<file path="config.mk">
export PLATFORM = sky130hd
export DESIGN_NAME = ssb_ctrl
export DESIGN_NICKNAME = d
export VERILOG_FILES = /design/src/sv/ssb_pkg.sv /design/src/sv/ssb_ctrl.sv
export SDC_FILE = /design/constraint.sdc
export NUM_CORES = 1
export LEC_CHECK = 0
export BUFFER_PORTS_ARGS = -buffer_cell sky130_fd_sc_hd__buf_2
export CORE_AREA = 4 4 41 43
export CTS_CLUSTER_SIZE = 30
export DETAILED_ROUTE_END_ITERATION = 8
export DIE_AREA = 0 0 45 47
export PLACE_DENSITY_LB_ADDON = 0.08
export SYNTH_ARGS = -nofsm -noshare
export SYNTH_HDL_FRONTEND = slang
export SYNTH_SLANG_ARGS = --single-unit
</file>
<file path="constraint.sdc">
create_clock -name clk -period 1.5 [get_ports clk]
set_input_delay 0.15 -clock clk [delete_from_list [all_inputs] [get_ports clk]]
set_output_delay 0.15 -clock clk [all_outputs]
set_load 0.005 [all_outputs]
</file>
<file path="src/sv/ssb_pkg.sv">
// Package for the scaled sprite blitter: item types, kind codes, FSM states
// and sizing constants. No dependencies.
package ssb_pkg;

    localparam int SCREEN_W_DEF    = 128;
    localparam int SCREEN_H_DEF    = 128;
    localparam int BG_RES_DEF      = 128;
    localparam int SPRITE_RES_DEF  = 32;
    localparam int IMAGE_WORDS_DEF = 65536;

    localparam logic [15:0] OPAQUE_WHITE = 16'hFFFF;

    typedef enum logic [1:0] {
        KIND_LOAD = 2'd0,
        KIND_DRAW = 2'd1,
        KIND_READ = 2'd2,
        KIND_NONE = 2'd3
    } kind_t;

    typedef struct packed {
        logic [1:0]         kind;
        logic [15:0]        address;
        logic [15:0]        pixel_value;
        logic [15:0]        image_base;
        logic signed [15:0] screen_x;
        logic signed [15:0] screen_y;
        logic [7:0]         width_ratio;
        logic [7:0]         height_ratio;
        logic               is_background;
    } item_t;

    typedef struct packed {
        logic [15:0] read_color;
        logic [1:0]  done_kind;
    } result_t;

    typedef enum logic [2:0] {
        ST_IDLE,
        ST_SIZE,
        ST_DIV,
        ST_PIX,
        ST_READ,
        ST_DONE
    } state_t;

    // Controller to datapath commands.
    typedef struct packed {
        logic capture;     // latch the item
        logic size_start;  // compute drawn size from ratios
        logic div_start;   // start row/column source index divides
        logic pix_issue;   // issue the current pixel's image read
        logic read_issue;  // issue frame read
        logic finish;      // drive the result strobe
    } ctrl_cmd_t;

    // Datapath to controller status.
    typedef struct packed {
        logic empty;       // drawn size is zero
        logic div_done;    // source indices ready
        logic pix_last;    // current pixel is the last one of the blit
        logic row_end;     // current pixel ends its row
        logic drain;       // write pipeline empty
    } ctrl_stat_t;

endpackage

</file>
<file path="src/sv/ssb_ctrl.sv">
// Controller state machine of the scaled sprite blitter.
// Depends on ssb_pkg.
module ssb_ctrl
    import ssb_pkg::*;
(
    input  logic       clk,
    input  logic       rst_n,
    input  logic       start,
    input  logic [1:0] kind,
    input  ctrl_stat_t stat,
    output ctrl_cmd_t  cmd,
    output logic       busy
);

    state_t state_reg, state_next;

    always_ff @(posedge clk or negedge rst_n)
    begin
        if (!rst_n)
        begin
            state_reg <= ST_IDLE;
        end
        else
        begin
            state_reg <= state_next;
        end
    end

    always_comb
    begin
        state_next = state_reg;
        cmd = '0;
        busy = 1'b1;
        unique case (state_reg)
            ST_IDLE:
            begin
                busy = 1'b0;
                if (start)
                begin
                    cmd.capture = 1'b1;
                    priority if (kind == KIND_DRAW)
                        state_next = ST_SIZE;
                    else if (kind == KIND_READ)
                        state_next = ST_READ;
                    else
                        state_next = ST_DONE;
                end
            end
            ST_SIZE:
            begin
                cmd.size_start = 1'b1;
                state_next = ST_DIV;
            end
            ST_DIV:
            begin
                priority if (stat.empty)
                    state_next = ST_DONE;
                else
                begin
                    cmd.div_start = 1'b1;
                    state_next = ST_PIX;
                end
            end
            ST_PIX:
            begin
                // every pixel needs its own column divide
                if (stat.div_done)
                begin
                    cmd.pix_issue = 1'b1;
                    priority if (stat.pix_last)
                        state_next = ST_DONE;
                    else
                        state_next = ST_DIV;
                end
            end
            ST_READ:
            begin
                cmd.read_issue = 1'b1;
                state_next = ST_DONE;
            end
            ST_DONE:
            begin
                // wait for the last pixel write to land
                if (stat.drain)
                begin
                    cmd.finish = 1'b1;
                    state_next = ST_IDLE;
                end
            end
            default:
                state_next = ST_IDLE;
        endcase
    end

endmodule

</file>
**Word-level counts from Yosys, hierarchy flattened**

Index checks and enable logic that the tools add are counted.

- Eq/ne operators: 10
- Muxes and demuxes: 19
- Reduce and logical (&&, ||, !) cells: 2

Operators with widths:

| cell | number |
|---|---|
| two-way mux 3 bit | 6 |
| one-hot mux 3 bit (6 select lines) | 1 |
| two-way mux 1 bit | 12 |
| equality test 3 x 2 -> 1 bit, second input constant | 2 |
| equality test 3 bit, second input constant | 2 |
| inequality test 2 bit, second input constant | 3 |
| equality test 3 x 1 -> 1 bit, second input constant | 1 |
| logical NOT 3 bit | 1 |
| AND reduction 3 bit | 1 |
| equality test 2 x 1 -> 1 bit, second input constant | 1 |
| equality test 2 bit, second input constant | 1 |

- Register bits: 3
- Bits of input ports: 10
- Output and inout bits: 7
- Logic and storage cells: 32

**Longest topological paths before layout**

Gate-level depths: netlist of run 1.

- Depth after elaboration: 5
- Depth in mapped cells: 4
- Depth with buffers taken out: 4

**Worst setup path after synthesis of run 1**

OpenSTA, ideal clock, no wires.

- Path kind: reg-to-reg
- From: reg state_reg[1]
- To: reg state_reg[0]
- Data arrival time: 1199 ps
- Data required time: 1382 ps
- Setup slack: 183 ps
- Stages on the path, launching flop included: 5
- Path buffers: 0
- Cell sequence: dfrtp_1 or4_1 nand3_1 a2111oi_1 a21o_1

- Longest elaborated chain between the ends: 3
- Elaborated cells on any way between the ends: 11
- Classes of those cells: eq/ne (8); mux (1); reduce/logical (2)

Ends and longest elaborated chain:

| element | line | source |
|---|---|---|
| from (decl) | ssb_ctrl.sv:15 | `state_t state_reg, state_next;` |
| from (signal assigned) | ssb_ctrl.sv:25 | `state_reg <= state_next;` |
| equality test 3 x 2 -> 1 bit (tied with other cells) | ssb_ctrl.sv:34 | `unique case (state_reg)` |
| inequality test 2 bit (no source line) | n/a |  |
| AND reduction 3 bit (no source line) | n/a |  |

Several ways; a longest one is shown, not always the timed one.
A chain may end at the register's enable or synchronous reset.

**Final worst setup path of run 1**

- From: reg state_reg[1]
- To: reg state_reg[2]

Same word-level chain as after synthesis.

==> metrics.cfg, run 1 <==
[synthesis]
synth-seq-cells=3
synth_top_area_cell=dfrtp_1
syn_area_um2=285.3
synth_top_family_by_area=simple AND/OR/NAND/NOR gates
synth_warnings=0
synth_compound_area_frac=0.2368
syn_inst=37
synth_top_area_frac=0.2632
syn_area_per_cell_um2=7.710
yosys.area_share.simple=0.4386
yosysUniqueCellTypes=26
synthAdderAreaFrac=0
synth_mux_area_frac=0
synth_xor_area_frac=0
synth_area_leaders=dfrtp_1, nor2b_1, nor2_1
synthesis.nets=47
yosysSeqAreaShare=0.2632

[timing]
final.setup_skew_ns=0.005274
fin_crit_ns=1.469
fin_hold_ws_ns=0.1519
slew_headroom=0.7525
hold_viol=0
rsz0062_at_grt=yes
layout_setup_ws_ns=0.03103
max_slew.worst_pin.slew_ns=0.3661
slew_violations=0
setup_viol=0
fin_setup_tns_ns=0
final.period_utilization=0.9793
fmax_mhz=680.7

[clock_tree]
cts_tree=yes
path_clk_slew_ns=0.04
clk-insertion-delay-late_ns=0.23
clkSinkCount=3
cts_buffer_depth=2
root_buffer=clkbuf_4
cts-buffers-inserted=3
h-tree-depth=1

[worst_setup_path]
rr_startpoint=state_reg[1]
crit_arrival_ns=1.56
r2r_slack_ns=0.03
critPathLaunchType=flop
cp_max_fo=5
worstPathRequired_ns=1.60
r2r_cells=6
r2r-end=state_reg[2]
cp-end-kind=flop
critPathKind=reg -> reg

[drt]
antenna_left=0
drc_errors=0
dr_total_vias=376
viasPerCell=4.947
first_pass_iters=4
wirelength_um=950
drtIter0Drc=3
routedWlPerCell_um=12.50

[floorplan]
die_area_mm2=0.002115
start_util=0.2192
coreArea_mm2=0.001301
chipWidth_um=45
io_pins=17
die_y_um=47
rows=13

[power_and_ir_drop]
p_leak_nw=0.2462
ir_worst_vdd_uv=621.7
pwr-share-comb=0.712
power.internal_mw=0.5965
clkPwrFrac=0.136
power.total_mw=1.003
seqPwrFrac=0.152
powerDensity_mw_per_mm2=1969
switchingPower_mw=0.4063
switching_share=0.4051

[final_layout]
syn_to_final_growth_pct=78.51
layout.nets=72
final_common_cell=buf_2
finish.utilization=0.3913
drive_gt1_frac=0.5410
final_cell_mix=buf_2, buf_4, nor2_1
fin_cells=76
final_cell_area_um2=509.2
largest_register_ff_count=3
num_antenna_cells=0

[global_route]
grt.total_usage=0.09249
grt_pass1_vias=368
grt_pass1_wl_um=1455
grt.overflow.total=0
antenna_found_initial=0
grt_max_degree=11

[placed_design]
place_inst=69
gp_congestion=0.7859
dp_slack_ns=0.04481
place_area_um2=402.9
numPortBuffers=15
dp_hpwl_um=717.8

[hold_path]
hp-class=in -> reg
worstHoldStart=stat[0]
hold_end=state_reg[2]
hold-path-cell-count=2

[job]
cap_violations=0

[outcome]
outcome=completed

==> critical path, stage by stage, from the launching register on <==
cell and delay, ns:
dfrtp_1 0.38, buf_6 0.13, buf_4 0.14, nor2_1 0.19, a2111oi_4 0.10, a311oi_2 0.29, o22ai_1 0.11
==> final cells by class <==
type	instances	area, um^2
well taps	15	18.77
multi-input cells	30	240.2
clock buffers	4	26.28
inverters	1	3.754
fillers	157	792.0
repair buffers	23	145.1
flip-flops and latches	3	75.07
==> cells in the mapped netlist <==
| library cell | count |
|---|---|
| a21o_1 | 1 |
| or4_1 | 1 |
| nand2_1 | 1 |
| nor2_1 | 4 |
| buf_2 | 2 |
| a22oi_1 | 1 |
| nor3b_1 | 1 |
| clkbuf_1 | 1 |
| nand3_1 | 2 |
| a2111oi_0 | 1 |
| o21ai_0 | 1 |
| nor3_1 | 1 |
| a2111oi_1 | 1 |
| a311oi_1 | 1 |
| o22ai_1 | 2 |
| nor2b_1 | 3 |
| or2b_1 | 1 |
| or3_1 | 1 |
| nor2b_2 | 1 |
| nand3b_1 | 1 |
| inv_1 | 1 |
| a21boi_0 | 1 |
| nor4b_1 | 1 |
| and3_1 | 2 |
| nand2b_1 | 1 |
| dfrtp_1 | 3 |
==> kinds of logic (layout without fill, tap and decap cells) <==
group | after synthesis | count (layout)
compound gates | 9 | 9
buf+inv | 4 | 28
flops | 3 | 3
simple gates | 21 | 21
==> worst max-delay path by stage <==
stage                 start      endpoint  slack, ns  depth (start not counted)
4_1_cts        state_reg[1]  state_reg[2]      0.007                          6
5_1_grt        state_reg[1]  state_reg[2]      -0.05                          6
3_3_place_gp   state_reg[1]  state_reg[0]       0.07                          5
3_5_place_dp   state_reg[1]  state_reg[0]       0.04                          5
6_report       state_reg[1]  state_reg[2]       0.03                          6
2_1_floorplan  state_reg[1]  state_reg[0]       0.18                          4
==> repair_timing <==
action                                  4_1_cts  5_1_grt
hold buffers                                  1        0
cloned                                        0        0
endpoints found under the setup margin        2        6
pin swaps                                     1        2
setup buffers                                 2        0
endpoints found under the hold margin         3        0
resized for setup                             2        9
==> per-layer routing <==
metal	part of all wire	routed length (um)	track usage	vias to the layer above
met3	0.066	63	0.02682	0
met5	0	0	0	-
li1	-	-	-	186
met1	0.42	395	0.1002	178
met4	0	0	0.01754	0
met2	0.52	490	0.1780	12
==> power by group through the flow <==
| stage | clock network [mW] | logic [mW] | registers, mW |
|---|---|---|---|
| final | 0.136 | 0.714 | 0.152 |
| after global routing | 0.148 | 0.778 | 0.159 |
| after detailed placement | 0 | 0.536 | 0.151 |
| after floorplan | 0 | 0.321 | 0.154 |
| after CTS | 0.141 | 0.591 | 0.153 |
| after global placement | 0 | 0.522 | 0.149 |
No activity file was read; power rests on OpenSTA's default activity.
==> run 2, diff against run 1 <==
- ABC_AREA: unset -> 1
==> run 2 against run 1 <==
Against the previous run:
- final area down 12%
- non-clock buffer count down 7
- hold slack better by 0.054 ns
- core utilization down 4.8 points
- sequential power up 25%
- synthesized cell count up 54%
==> metrics.cfg, run 2 <==
[final_layout]
largest_register_ff_count=3  ; unchanged
final_common_cell=nand2_1  ; was buf_2
syn_to_final_growth_pct=41.11  ; was 78.51%
num_antenna_cells=0  ; unchanged
final_cell_mix=nand2_1, inv_1, buf_2  ; was buf_2, buf_4, nor2_1
fin_cells=92  ; was 76
layout.nets=88  ; was 72
finish.utilization=0.3433  ; was 0.3913
final_cell_area_um2=446.7  ; was 509.2 um^2
drive_gt1_frac=0.3117  ; was 0.5410

[clock_tree]
cts-buffers-inserted=3  ; unchanged
clk-insertion-delay-late_ns=0.24  ; was 0.23 ns
root_buffer=clkbuf_4  ; unchanged
h-tree-depth=1  ; unchanged
path_clk_slew_ns=0.04  ; about the same
cts_buffer_depth=2  ; unchanged
clkSinkCount=3  ; unchanged
cts_tree=yes  ; unchanged

[synthesis]
syn_inst=57  ; was 37
synth.most_common_cell=nand2_1  ; was nor2_1
synth_area_leaders=dfrtp_1, nand2_1, inv_1  ; was dfrtp_1, nor2b_1, nor2_1
syn_area_per_cell_um2=5.554  ; was 7.710 um^2
synth_warnings=0  ; unchanged
syn_area_um2=316.6  ; was 285.3 um^2
yosysUniqueCellTypes=12  ; was 26
synth_flop_cell=dfrtp_1  ; unchanged
synth-seq-cells=3  ; unchanged
yosysSeqAreaShare=0.2372  ; was 0.2632
synth_top_area_cell=dfrtp_1  ; unchanged
synth_edf_count=0  ; unchanged
synth_top_area_frac=0.2372  ; was 0.2632
synth-async-reset-ratio=1.000  ; unchanged
yosys-top-cells-count=nand2_1, inv_1, nand3_1  ; was nor2_1, dfrtp_1, nor2b_1
synthesis.nets=67  ; was 47

[hold_path]
hp-class=in -> reg  ; unchanged

[placed_design]
gp_congestion=0.7061  ; was 0.7859
numPortBuffers=15  ; unchanged
dp_hpwl_um=637.3  ; was 717.8 um
place_area_um2=410.4  ; was 402.9 um^2
place_inst=87  ; was 69

[global_route]
grt.total_usage=0.08847  ; was 0.09249
grt.overflow.total=0  ; unchanged
grt_max_degree=9  ; was 11
grt_pass1_wl_um=1380  ; was 1455 um
antenna_found_initial=0  ; unchanged
grt_pass1_vias=344  ; was 368

[drt]
drtIter0Drc=5  ; was 3
viasPerCell=4.087  ; was 4.947
first_pass_iters=2  ; was 4
antenna_left=0  ; unchanged
dr_total_vias=376  ; unchanged
wirelength_um=777  ; was 950 um
routedWlPerCell_um=8.446  ; was 12.50 um
drc_errors=0  ; unchanged

[worst_setup_path]
worstPathRequired_ns=1.35  ; was 1.60 ns
cp-end-kind=primary output  ; was flop
critPathKind=reg -> out  ; was reg -> reg
critPathLaunchType=flop  ; unchanged
crit_arrival_ns=1.19  ; was 1.56 ns
cp_max_fo=6  ; was 5

[floorplan]
die_y_um=47  ; unchanged
chipWidth_um=45  ; unchanged
coreArea_mm2=0.001301  ; unchanged
start_util=0.2433  ; was 0.2192
rows=13  ; unchanged
io_pins=17  ; unchanged
die_area_mm2=0.002115  ; unchanged

[timing]
final.setup_skew_ns=0.005366  ; was 0.005274 ns
setup_viol=0  ; unchanged
fin_setup_tns_ns=0  ; unchanged
hold_viol=0  ; unchanged
max_slew.worst_pin.slew_ns=0.2388  ; was 0.3661 ns
rsz0062_at_grt=no  ; was yes
final.period_utilization=0.8961  ; was 0.9793
fin_hold_ws_ns=0.2059  ; was 0.1519 ns
fin_crit_ns=1.344  ; was 1.469 ns
fmax_mhz=744.0  ; was 680.7 MHz
slew_headroom=0.8408  ; was 0.7525
slew_violations=0  ; unchanged

[power_and_ir_drop]
powerDensity_mw_per_mm2=1706  ; was 1969 mW/mm^2
p_leak_nw=0.3044  ; was 0.2462 nW
ir_worst_vdd_uv=996.5  ; was 621.7 uV

[job]
cap_violations=0  ; unchanged

[outcome]
outcome=completed  ; unchanged

[run 2: path summary, 6_finish.rpt]
| path | end | cells past startpoint | slack [ns] | startpoint |
|---|---|---|---|---|
| max | cmd[5] | 4 | 0.16 | state_reg[1] |
| min | state_reg[1] | 4 | 0.21 | stat[3] |
| max reg2reg | state_reg[0] | 6 | 0.36 | state_reg[1] |
| min reg2reg | state_reg[1] | 3 | 0.69 | state_reg[2] |
| max in group asynchronous | state_reg[2] | 2 | 1.15 | rst_n |
| min in group asynchronous | state_reg[1] | 2 | 0.24 | rst_n |
[run 2: stage by stage]
| stage | total power [mW] | setup slack, ns |
|---|---|---|
| floorplan | 0.4830 | 0.4920 |
| global route | 0.8696 | 0.03155 |
| global placement | 0.6357 | 0.3552 |
| detailed placement | 0.6241 | 0.3721 |
| CTS | 0.7767 | 0.1523 |
| finish | 0.7619 | 0.1559 |
[run 2: final cells by class]
cell class,instances,area (um^2)
clock buffer,4,26.28
timing repair buffer,16,85.08
inverter,17,63.81
sequential,3,75.07
fill,164,854.6
tap,15,18.77
multi-input combinational,37,177.7
[run 2: logic make-up (layout without fill, tap and decap cells)]
logic type / Yosys count / in the layout / synth area share
buf+inv: 17 / 37 / 0.2016
compound gates: 1 / 1 / 0.01580
simple gates: 36 / 36 / 0.5454
flops: 3 / 3 / 0.2371
[run 2: repair_timing]
action,CTS,global route
setup endpoints to repair,0,0
setup buffers,0,0
gates resized for setup,0,0
endpoints found under the hold margin,3,0
hold buffers,1,0
[run 2: where the power goes]
| group | leakage (nW) | switching [mW] | internal [mW] |
|---|---|---|---|
| registers | 0.0377 | 0.0695 | 0.121 |
| logic | 0.252 | 0.258 | 0.170 |
| clock network | 0.0150 | 0.0435 | 0.0998 |
[run 2: worst max-delay path, stage by stage, from the launching register on]
cell,delay [ns]
dfrtp_1,0.45
nor2_2,0.22
nand2_1,0.09
nor2_1,0.08
buf_2,0.11
[run 2: layer usage]
layer	global-route usage	up-vias	wire length, um	share of wire
li1	-	212	-	-
met3	0.04598	0	66	0.085
met4	0.01754	0	0	0
met2	0.1271	10	336	0.43
met5	0	-	0	0
met1	0.1182	154	374	0.48
==> run 3, diff against run 2 <==
- RECOVER_POWER: unset -> 100
==> run 3 against run 2 <==
Against the previous run:
- hold slack worse by 0.0018 ns
- first-iteration DRC count down 20%
- power down 3.8%
- global-route usage unchanged
- non-clock buffer count unchanged
- sequential power down 7%
- core utilization down 1.3 points
- clock power about the same
- critical path depth unchanged
- die area unchanged
- critical path type unchanged
- critical endpoint is now cmd[3]
==> metrics.cfg, run 3 (synthesized netlist as in run 2, its figures left out) <==
[global_route]
grt.overflow.total=0  ; unchanged
antenna_found_initial=0  ; unchanged
grt.total_usage=0.08847  ; unchanged
grt_max_degree=9  ; unchanged
grt_pass1_vias=344  ; unchanged
grt_pass1_wl_um=1380  ; unchanged

[floorplan]
rows=13  ; unchanged
io_pins=17  ; unchanged
chipWidth_um=45  ; unchanged
die_area_mm2=0.002115  ; unchanged
coreArea_mm2=0.001301  ; unchanged
die_y_um=47  ; unchanged
start_util=0.2433  ; unchanged

[job]
cap_violations=0  ; unchanged

[power_and_ir_drop]
powerDensity_mw_per_mm2=1709  ; was 1706 mW/mm^2
p_leak_nw=0.2885  ; was 0.3044 nW
ir_worst_vdd_uv=975.8  ; was 996.5 uV

[timing]
final.setup_skew_ns=0.005382  ; was 0.005366 ns
fin_crit_ns=1.338  ; was 1.344 ns
slew_violations=0  ; unchanged
fmax_mhz=747.3  ; was 744.0 MHz
fin_setup_tns_ns=0  ; unchanged
rsz0062_at_grt=no  ; unchanged
setup_viol=0  ; unchanged
fin_hold_ws_ns=0.2041  ; was 0.2059 ns
max_slew.worst_pin.slew_ns=0.2355  ; was 0.2388 ns
final.period_utilization=0.8921  ; was 0.8961
slew_headroom=0.8424  ; was 0.8408
hold_viol=0  ; unchanged

[worst_setup_path]
cp-end-kind=primary output  ; unchanged
cpMostUsedCell=inv_1
crit_arrival_ns=1.19  ; about the same
crit_chain=inv_1, nand4_1, inv_1, buf_2  ; was nor2_2, nand2_1, nor2_1, buf_2
critPathKind=reg -> out  ; unchanged
cp_max_fo=8  ; was 6
slowest_stage=dfrtp_1  ; unchanged
worstPathRequired_ns=1.35  ; about the same
critPathLaunchType=flop  ; unchanged
r2r_slack_ns=0.27  ; was 0.36 ns
crit_path_max_incr_delay_ns=0.41  ; was 0.45 ns

[placed_design]
place_area_um2=410.4  ; unchanged
gp_congestion=0.7061  ; unchanged
numPortBuffers=15  ; unchanged
dp_hpwl_um=637.3  ; unchanged

[clock_tree]
clk-insertion-delay-late_ns=0.24  ; about the same
root_buffer=clkbuf_4  ; unchanged
cts_resized=0  ; unchanged
cts_buffer_depth=2  ; unchanged
hold_buffers=1  ; unchanged
path_clk_slew_ns=0.03  ; was 0.04 ns
clkSinkCount=3  ; unchanged
h-tree-depth=1  ; unchanged
cts-buffers-inserted=3  ; unchanged
cts_tree=yes  ; unchanged
post_cts_buffers=0  ; unchanged

[drt]
first_pass_iters=4  ; was 2
routedWlPerCell_um=8.446  ; unchanged
dr_total_vias=373  ; was 376
viasPerCell=4.054  ; was 4.087
antenna_left=0  ; unchanged
drc_errors=0  ; unchanged
drtIter0Drc=4  ; was 5
wirelength_um=777  ; unchanged

[final_layout]
drive_gt1_frac=0.2078  ; was 0.3117
final_common_cell=nand2_1  ; unchanged
final_cell_mix=nand2_1, inv_1, buf_2  ; unchanged
final_cell_area_um2=429.2  ; was 446.7 um^2
layout.nets=88  ; unchanged
n_fill_cell=169  ; was 164
syn_to_final_growth_pct=35.57  ; was 41.11%
largest_register_ff_count=3  ; unchanged
num_antenna_cells=0  ; unchanged

[outcome]
outcome=completed  ; unchanged

[hold_path]
hp-class=in -> reg  ; unchanged

[run 3: cell count changes in the layout (fill, tap and decap cells not counted), sizes merged]
| cell | change |
|---|---|
| buf | -4 |
| clkbuf | +4 |
[run 3: area by class of cell]
type | instances | area (um^2) | share of cell area
tap | 15 | 18.77 | 0.04373
timing repair buffer | 16 | 80.08 | 0.1866
clock buffer | 4 | 26.28 | 0.06122
sequential | 3 | 75.07 | 0.1749
inverter | 17 | 63.81 | 0.1487
multi-input combinational | 37 | 165.2 | 0.3848
[run 3: report_power, final]
part           switching, mW  internal, mW  leakage [nW]
logic                  0.254         0.159         0.236
registers             0.0566         0.121        0.0377
clock network         0.0434        0.0998        0.0150
total                  0.354         0.379         0.288
[run 3: path summary, 6_finish.rpt]
path | end | start | cells past startpoint
setup / recovery | cmd[3] | state_reg[2] | 4
hold / removal | state_reg[2] | stat[0] | 4
setup reg to reg | state_reg[0] | state_reg[1] | 7
hold reg to reg | state_reg[1] | state_reg[2] | 3
max in group asynchronous | state_reg[2] | rst_n | 2
min in group asynchronous | state_reg[1] | rst_n | 2
[run 3: metrics by stage]
| stage | power [mW] | std cells | utilization | setup WS, ns |
|---|---|---|---|---|
| 6_report | 0.7333 | 92 | 0.3298 | 0.1618 |
| 5_1_grt | 0.8388 | 92 | 0.3298 | 0.03274 |
| 4_1_cts | 0.7767 | 92 | 0.3433 | 0.1523 |
| 3_5_place_dp | 0.6241 | 87 | 0.3154 | 0.3721 |
| 3_3_place_gp | 0.6357 | 87 | 0.3154 | 0.3552 |
| 2_1_floorplan | 0.4830 | 57 | - | 0.4920 |
[run 3: worst max-delay path: cells and delay by family (launching register included)]
kind | cells | cell delay, ns
flops | 1 | 0.41
buf+inv | 3 | 0.38
simple gates | 1 | 0.16
[run 3: metal layers]
layer	vias up	GRT usage	wire (um)
li1	209	-	-
met1	154	0.1182	380
met2	10	0.1271	330
met3	0	0.04598	65
met4	0	0.01754	0
met5	-	0	0
